## src/sv/pgt_pkg.sv

```systemverilog
`timescale 1ns / 1ps
package pgt_pkg;
	localparam int TableDepth = 256;
	localparam int KindCount = 16;
	localparam int PosW = $clog2(TableDepth);
	localparam int CntW = PosW + 1;

	typedef enum logic [2:0] {
		OP_INSERT = 3'd0,
		OP_DELETE = 3'd1,
		OP_FIND_KU = 3'd2,
		OP_FIND_ACC = 3'd3,
		OP_FIND_AK = 3'd4,
		OP_FIND_ADDR = 3'd5,
		OP_FIND_OVL = 3'd6,
		OP_UNUSED = 3'd7
	} op_t;

	typedef enum logic [1:0] {
		ST_DONE = 2'd0,
		ST_NOT_FOUND = 2'd1,
		ST_INVALID = 2'd2,
		ST_OVERLAP = 2'd3
	} status_t;

	typedef struct packed {
		logic [2:0] op;
		logic [3:0] res_kind;
		logic addr_kind;
		logic [15:0] user_num;
		logic [30:0] account;
		logic [31:0] ip_addr;
		logic [5:0] prefix_len;
		logic [8:0] start_pos;
		logic [7:0] entry_pos;
	} req_t;

	typedef struct packed {
		logic [1:0] status;
		logic [7:0] hit_pos;
		logic [3:0] hit_kind;
		logic [15:0] hit_user;
		logic [30:0] hit_account;
		logic [8:0] entry_count;
	} rsp_t;

	typedef enum logic [3:0] {
		S_IDLE, S_CHECK, S_OVL_RD, S_OVL_CMP, S_MAX_RD, S_MAX_CMP,
		S_WRITE, S_DEL_RD, S_DEL_WR, S_SRCH_RD, S_SRCH_CMP, S_HIT_RD,
		S_HIT_CAP, S_OUT
	} state_t;

	// Commands from the controller to the datapath.
	typedef struct packed {
		logic load;       // capture the request and its prefix mask, clear the user maximum
		logic set_idx;    // load the scan index
		logic [1:0] idx_src; // 0 zero, 1 start_pos, 2 entry_pos
		logic idx_inc;
		logic rd;         // read the memories at the scan index
		logic rd_next;    // read at scan index + 1
		logic max_upd;    // fold the read entry into the user maximum
		logic wr_ins;     // append the new entry
		logic wr_shift;   // write the read entry at the scan index
		logic dec_cnt;
		logic cap_hit;    // latch hit fields from the read data
		logic [1:0] status;
		logic set_status;
		logic [7:0] pad;
	} cmd_t;

	// Status from the datapath to the controller.
	typedef struct packed {
		logic insert_bad;   // full, kind range or prefix invalid
		logic ovl_prefix_bad;
		logic del_bad;
		logic idx_end;      // scan index has reached the entry count
		logic idx_last;     // scan index + 1 has reached the entry count
		logic ovl_hit;
		logic srch_hit;
		logic user_full;
	} sts_t;

	function automatic logic [31:0] prefix_mask(input logic [5:0] bits);
		logic [31:0] m;
		m = '0;
		if (bits >= 6'd32) m = '1;
		else if (bits != 6'd0) m = ~(32'hffff_ffff >> bits);
		return m;
	endfunction
endpackage

```

## src/sv/pgt_ctrl.sv

```systemverilog
`timescale 1ns / 1ps
module pgt_ctrl (
	input logic clk,
	input logic arst_n,
	input logic in_fire,
	input logic [2:0] op,
	input logic out_taken,
	input pgt_pkg::sts_t sts,
	output logic busy,
	output logic out_valid,
	output pgt_pkg::cmd_t cmd
);
	pgt_pkg::state_t state_q, state_d;
	logic [2:0] op_q;

	always_ff @(posedge clk or negedge arst_n) begin
		if (!arst_n) begin
			state_q <= pgt_pkg::S_IDLE;
			op_q <= '0;
		end else begin
			state_q <= state_d;
			if (in_fire) op_q <= op;
		end
	end

	always_comb begin
		state_d = state_q;
		unique case (state_q)
			pgt_pkg::S_IDLE: if (in_fire) state_d = pgt_pkg::S_CHECK;
			pgt_pkg::S_CHECK: begin
				unique case (op_q)
					pgt_pkg::OP_INSERT: begin
						if (sts.insert_bad) state_d = pgt_pkg::S_OUT;
						else state_d = pgt_pkg::S_OVL_RD;
					end
					pgt_pkg::OP_DELETE: begin
						if (sts.del_bad) state_d = pgt_pkg::S_OUT;
						else state_d = pgt_pkg::S_HIT_RD;
					end
					pgt_pkg::OP_FIND_KU, pgt_pkg::OP_FIND_ACC, pgt_pkg::OP_FIND_AK,
					pgt_pkg::OP_FIND_ADDR: state_d = pgt_pkg::S_SRCH_RD;
					pgt_pkg::OP_FIND_OVL: begin
						if (sts.ovl_prefix_bad) state_d = pgt_pkg::S_OUT;
						else state_d = pgt_pkg::S_SRCH_RD;
					end
					default: state_d = pgt_pkg::S_OUT;
				endcase
			end
			pgt_pkg::S_OVL_RD: begin
				if (sts.idx_end) state_d = pgt_pkg::S_MAX_RD;
				else state_d = pgt_pkg::S_OVL_CMP;
			end
			pgt_pkg::S_OVL_CMP: begin
				if (sts.ovl_hit) state_d = pgt_pkg::S_HIT_CAP;
				else state_d = pgt_pkg::S_OVL_RD;
			end
			pgt_pkg::S_MAX_RD: begin
				if (sts.idx_end) state_d = pgt_pkg::S_WRITE;
				else state_d = pgt_pkg::S_MAX_CMP;
			end
			pgt_pkg::S_MAX_CMP: state_d = pgt_pkg::S_MAX_RD;
			pgt_pkg::S_WRITE: begin
				if (sts.user_full) state_d = pgt_pkg::S_OUT;
				else state_d = pgt_pkg::S_HIT_RD;
			end
			pgt_pkg::S_HIT_RD: state_d = pgt_pkg::S_HIT_CAP;
			pgt_pkg::S_HIT_CAP: begin
				if (op_q == pgt_pkg::OP_DELETE) state_d = pgt_pkg::S_DEL_RD;
				else state_d = pgt_pkg::S_OUT;
			end
			pgt_pkg::S_DEL_RD: begin
				if (sts.idx_last) state_d = pgt_pkg::S_OUT;
				else state_d = pgt_pkg::S_DEL_WR;
			end
			pgt_pkg::S_DEL_WR: state_d = pgt_pkg::S_DEL_RD;
			pgt_pkg::S_SRCH_RD: begin
				if (sts.idx_end) state_d = pgt_pkg::S_OUT;
				else state_d = pgt_pkg::S_SRCH_CMP;
			end
			pgt_pkg::S_SRCH_CMP: begin
				if (sts.srch_hit) state_d = pgt_pkg::S_HIT_CAP;
				else state_d = pgt_pkg::S_SRCH_RD;
			end
			pgt_pkg::S_OUT: if (out_taken) state_d = pgt_pkg::S_IDLE;
			default: state_d = pgt_pkg::S_IDLE;
		endcase
	end

	always_comb begin
		cmd = '0;
		busy = (state_q != pgt_pkg::S_IDLE);
		out_valid = (state_q == pgt_pkg::S_OUT);
		unique case (state_q)
			pgt_pkg::S_IDLE: cmd.load = in_fire;
			pgt_pkg::S_CHECK: begin
				cmd.set_idx = 1'b1;
				cmd.set_status = 1'b1;
				unique case (op_q)
					pgt_pkg::OP_INSERT: begin
						cmd.idx_src = 2'd0;
						cmd.status = pgt_pkg::ST_INVALID;
					end
					pgt_pkg::OP_DELETE: begin
						cmd.idx_src = 2'd2;
						cmd.status = sts.del_bad ? pgt_pkg::ST_INVALID : pgt_pkg::ST_DONE;
					end
					pgt_pkg::OP_FIND_KU, pgt_pkg::OP_FIND_ACC, pgt_pkg::OP_FIND_AK,
					pgt_pkg::OP_FIND_ADDR: begin
						cmd.idx_src = 2'd1;
						cmd.status = pgt_pkg::ST_NOT_FOUND;
					end
					pgt_pkg::OP_FIND_OVL: begin
						cmd.idx_src = 2'd1;
						cmd.status = sts.ovl_prefix_bad ? pgt_pkg::ST_INVALID
							: pgt_pkg::ST_NOT_FOUND;
					end
					default: cmd.status = pgt_pkg::ST_INVALID;
				endcase
			end
			pgt_pkg::S_OVL_RD: begin
				cmd.rd = 1'b1;
				if (sts.idx_end) begin
					cmd.set_idx = 1'b1;
					cmd.idx_src = 2'd0;
				end
			end
			pgt_pkg::S_OVL_CMP: begin
				cmd.idx_inc = !sts.ovl_hit;
				if (sts.ovl_hit) begin
					cmd.set_status = 1'b1;
					cmd.status = pgt_pkg::ST_OVERLAP;
				end
			end
			pgt_pkg::S_MAX_RD: cmd.rd = 1'b1;
			pgt_pkg::S_MAX_CMP: begin
				cmd.max_upd = 1'b1;
				cmd.idx_inc = 1'b1;
			end
			pgt_pkg::S_WRITE: begin
				cmd.wr_ins = !sts.user_full;
				if (!sts.user_full) begin
					cmd.set_status = 1'b1;
					cmd.status = pgt_pkg::ST_DONE;
				end
			end
			pgt_pkg::S_HIT_RD: cmd.rd = 1'b1;
			pgt_pkg::S_HIT_CAP: cmd.cap_hit = 1'b1;
			pgt_pkg::S_DEL_RD: begin
				cmd.rd_next = 1'b1;
				cmd.dec_cnt = sts.idx_last;
			end
			pgt_pkg::S_DEL_WR: begin
				cmd.wr_shift = 1'b1;
				cmd.idx_inc = 1'b1;
			end
			pgt_pkg::S_SRCH_RD: cmd.rd = 1'b1;
			pgt_pkg::S_SRCH_CMP: begin
				cmd.idx_inc = !sts.srch_hit;
				if (sts.srch_hit) begin
					cmd.set_status = 1'b1;
					cmd.status = pgt_pkg::ST_DONE;
				end
			end
			pgt_pkg::S_OUT: cmd = '0;
			default: cmd = '0;
		endcase
	end
endmodule

```

## config.mk

```make
export PLATFORM = sky130hd
export DESIGN_NAME = pgt_ctrl
export DESIGN_NICKNAME = d
export VERILOG_FILES = /design/src/sv/pgt_pkg.sv /design/src/sv/pgt_ctrl.sv
export SDC_FILE = /design/constraint.sdc
export NUM_CORES = 1
export LEC_CHECK = 0
export ABC_AREA = 1
export BUFFER_PORTS_ARGS = -buffer_cell sky130_fd_sc_hd__buf_2
export CORE_UTILIZATION = 47
export CTS_CLUSTER_SIZE = 8
export DETAILED_ROUTE_END_ITERATION = 6
export PLACE_DENSITY = 0.87
export SLEW_MARGIN = 20
export SYNTH_ARGS = -nofsm -noshare
export SYNTH_HDL_FRONTEND = slang
export SYNTH_SLANG_ARGS = --single-unit
```

## constraint.sdc

```tcl
create_clock -name clk -period 2.25 [get_ports clk]
set_input_delay 0.225 -clock clk [delete_from_list [all_inputs] [get_ports clk]]
set_output_delay 0.225 -clock clk [all_outputs]
set_load 0.005 [all_outputs]
```

After elaboration in Yosys (flattened, before gate mapping)
Index checks and enable logic that the tools add are counted.
{"block": "word_totals", "ff_bits": 7, "inputBits": 15, "out_inout_bits": 25, "wordCells": 68}
{"block": "op_classes", "eq_ne": 21, "n_mux": 34, "reduce_logical": 11}
{"operator": "case mux 4 bit (14 select lines)", "count": 1}
{"operator": "two-way mux 3 bit", "count": 9}
{"operator": "equality test 4 bit (second input constant)", "count": 6}
{"operator": "two-way mux 4 bit", "count": 5}
{"operator": "equality test 4 x 3 -> 1 bit (second input constant)", "count": 4}
{"operator": "case mux 4 bit (4 select lines)", "count": 1}
{"operator": "case mux 3 bit (4 select lines)", "count": 1}
{"operator": "two-way mux 1 bit", "count": 10}
{"operator": "equality test 3 bit (second input constant)", "count": 3}
{"operator": "equality test 4 x 2 -> 1 bit (second input constant)", "count": 2}
{"operator": "OR reduction 4 bit", "count": 2}
{"operator": "equality test 3 x 2 -> 1 bit (second input constant)", "count": 2}
{"operator": "two-way mux 2 bit", "count": 3}
{"operator": "case mux 2 bit (3 select lines)", "count": 1}
{"operator": "case mux 3 bit (2 select lines)", "count": 1}
{"operator": "OR reduction 5 bit", "count": 1}
{"operator": "equality test 4 x 1 -> 1 bit (second input constant)", "count": 1}
{"operator": "zero test 4 bit", "count": 1}
{"operator": "inequality test 2 bit (second input constant)", "count": 2}
{"operator": "case mux 2 bit (2 select lines)", "count": 1}
{"operator": "nonzero test 4 bit", "count": 1}
{"operator": "equality test 3 x 1 -> 1 bit (second input constant)", "count": 1}
{"operator": "zero test 1 bit", "count": 3}
{"operator": "zero test 3 bit", "count": 1}
{"operator": "3 further kinds", "count": 3}

Depth between registers and ports, before layout
{"block": "logic_depth", "depth_word": 4, "ltp_mapped": 8}

Least setup slack after synthesis
Ideal clock, no wire load.
{"block": "synth_timing", "kind": "reg-to-output", "startpoint": "reg state_q[1]", "endpoint": "out cmd[10] (netlist name)", "arrival_time_ns": 1.076, "required_ns": 2.025, "slack_ns": 0.949, "path_stages_with_launch": 6, "n_path_buf": 0, "path_cell_list": "dfrtp_1 -> inv_1 -> nand2_1 -> nor2_2 -> inv_1 -> o21ai_0"}
{"item": "start, declared", "line_no": "pgt_ctrl.sv:13", "source": "pgt_pkg::state_t state_q, state_d;"}
{"item": "start signal, assigned", "line_no": "pgt_ctrl.sv:18", "source": "state_q <= pgt_pkg::S_IDLE;"}
{"item": "start signal, assigned", "line_no": "pgt_ctrl.sv:21", "source": "state_q <= state_d;"}
{"item": "end, declared", "line_no": "pgt_ctrl.sv:11", "source": "output pgt_pkg::cmd_t cmd"}

==> results.yml <==
outcome:
  status: "finished, final reports clean"
worst_setup_path:
  rr_endpoint: "state_q[0]"
  cp_max_fo: 6
  start_kind: "flop"
  r2r_cells: 6
  end_kind: "primary output"
  cp.arrival_ns: 1.59
  path_class: "flop to primary output"
  reg2reg_from: "op_q[2]"
  worstPathRequired_ns: 2.03
  reg2reg_slack_ns: 0.87
route:
  via_per_inst: 5.03
  wl_mm: 1.96
  drtIter0Drc: 41
  wire_per_inst_um: 10.4
  drt-pass1-iter-count: 4
  drc_errors: 0
  final_antenna_net_count: 0
  vias: 951
sta:
  fmax_mhz: 552
  rsz0062_at_grt: "no"
  min_period_over_period: 0.805
  slew_viol_final: 0
  setup_viol_count_final: 0
  fin_setup_tns_ns: 0
  finClkSkew_ns: 0.00145
  final_hold_viol_count: 0
  fin_crit_ns: 1.81
logic_synthesis:
  yosysTopAreaCell: "dfrtp_1"
  ys_seq_area_frac: 0.231
  synth.area.top_cells: "dfrtp_1, nand2_1, nor2_1"
  synth.avg_cell_area_um2: 5.49
  synth-edff-count: 0
  yosys_warnings: 0
  synth_top_family_by_area: "simple AND/OR/NAND/NOR gates"
  synth_area_um2: 758
  synthXorXnorAreaFrac: 0
  synth-seq-cells: 7
  synth_top_cell_area_share: 0.231
  synth_ff_type: "dfrtp_1"
  synth.distinct_cells: 17
  synth_mux_area_frac: 0
  synth-async-reset-ratio: 1.00
  synth_compound_area_frac: 0.101
  synth_common_cells: "nand2_1, nor2_1, inv_1, nand3_1"
  synthMostInstantiatedCell: "nand2_1"
  syn_inst: 138
  synthAdderAreaFrac: 0
  synth-simple-area-share: 0.480
job:
  maxCapViolations: 0
global_routing:
  use_met2: 0.403
  grt_pass1_vias: 835
  gr-usage-all-layers: 0.233
  grt_pass1_wl_mm: 3.24
  grt_antenna_before_repair: 0
  grt_max_degree: 8
  overflow: 0
  met3_usage: 0.0560
  grt.met1_usage: 0.286
  top_usage_layer: "met2"
floorplan:
  fp.dieH_um: 42.2
  die_x_um: 42.2
  fp.dieArea_um2: 1780
  start_util: 0.503
  rows: 14
  pin_count: 40
  coreArea_um2: 1510
pwr:
  switching_share: 0.507
  p_int_mw: 0.466
  p_leak_nw: 0.625
  ir_worst_vdd_uv: 632
  p_clk_frac: 0.116
  power.switching_mw: 0.480
  comb_power_share: 0.652
  p_seq_frac: 0.232
  powerDensity_nw_per_um2: 1010
cts:
  clock_sinks: 7
  clkSlewWorstSetupHoldPaths_ns: 0.05
  htreeDepth: 1
  clock_latency_ns: 0.25
  cts_tree: "built"
  ctsResizeCount: 0
  clock_path_buffers: 2
  clock-root-buffer: "clkbuf_4"
  numCtsBuffers: 3
  hold_buffers: 1
  cts_setup_buffers: 0
place:
  io_buffers: 31
  gp_congestion: 1.02
  dpl.hpwl_mm: 1.60
  place_area_um2: 900
cells_and_area:
  areaGrowthSynthToFinish_pct: 23.4
  diodes: 0
  final_util: 0.621
  drive_above_1_share: 0.208
  fin_area_um2: 936
  finalNetCount: 189
min_path:
  min_to: "op_q[1]"
  min-delay-start: "op[1]"
  hold_path.class: "input port to flop"
  hold_depth: 3
==> final cells by class <==
cell class                 instances  area [µm²]
clock buffer                       4        26.3
multi-input combinational        109         470
sequential                         7         175
timing repair buffer              32         165
tap                               16        20.0
fill                             150         571
inverter                          21        78.8
==> worst max path at each step <==
stage | start | end | slack (ns) | cells past startpoint
after floorplan | state_q[1] | cmd[10] | 0.95 | 5
after global placement | state_q[1] | cmd[10] | 0.80 | 6
after detailed placement | state_q[1] | cmd[10] | 0.72 | 6
after CTS | state_q[1] | cmd[10] | 0.45 | 6
after global routing | state_q[1] | cmd[10] | 0.22 | 6
final | state_q[1] | cmd[10] | 0.44 | 6
==> state kept, by name, summed over array words and instances, names as in the netlist <==
signal,count
state_q,4
op_q,3
==> placed cells by master, fill, tap and decap left out <==
| master | instances |
|---|---|
| nand2_1 | 40 |
| buf_2 | 31 |
| nor2_1 | 26 |
| inv_1 | 21 |
| nand3_1 | 13 |
| o21ai_0 | 8 |
| conb_1 | 8 |
| dfrtp_1 | 7 |
| nand4_1 | 4 |
| a21oi_1 | 3 |
| clkbuf_4 | 3 |
| nor3_1 | 1 |
| nor2_2 | 1 |
| nand3b_1 | 1 |
| o221ai_1 | 1 |
| o22ai_1 | 1 |
| and3_2 | 1 |
| a31oi_1 | 1 |
| clkbuf_1 | 1 |
| dlygate4sd3_1 | 1 |
==> critical path, cell delays in order, from the launching register on <==
cell and delay, ns:
dfrtp_1 0.43, inv_1 0.13, nand2_1 0.11, nor2_2 0.24
inv_1 0.13, o21ai_0 0.18, buf_2 0.13
==> power groups by stage <==
stage / logic [mW] / registers (mW) / clock network [mW]
floorplan: 0.423 / 0.209 / 0
global placement: 0.600 / 0.215 / 0
detailed placement: 0.609 / 0.220 / 0
CTS: 0.613 / 0.218 / 0.115
global route: 0.698 / 0.229 / 0.121
finish: 0.617 / 0.219 / 0.110
==> logic make-up (layout without fill, tap and decap cells) <==
group | count (synthesis) | in the layout
and+or+nand+nor | 87 | 87
DFF | 7 | 7
other | 1 | 8
AOI/OAI and AO/OA | 14 | 14
buffers and inverters | 29 | 57
==> metal layers <==
layer / share of wire / vias up / wire [µm]
met4: 0 / 0 / 0
met5: 0 / - / 0
li1: - / 491 / -
met1: 0.43 / 409 / 836
met2: 0.51 / 51 / 995
met3: 0.066 / 0 / 129
==> stage by stage <==
stage	power, mW	worst slack (ns)	hold slack, ns	cells
after CTS	0.945	0.451	0.183	189
after global placement	0.816	0.801	0.0604	184
after detailed placement	0.829	0.720	0.0604	184
after global routing	1.05	0.219	0.183	189
final	0.946	0.439	0.191	189
after floorplan	0.632	0.949	-0.0706	145
Power figures use the tool's default switching activity.
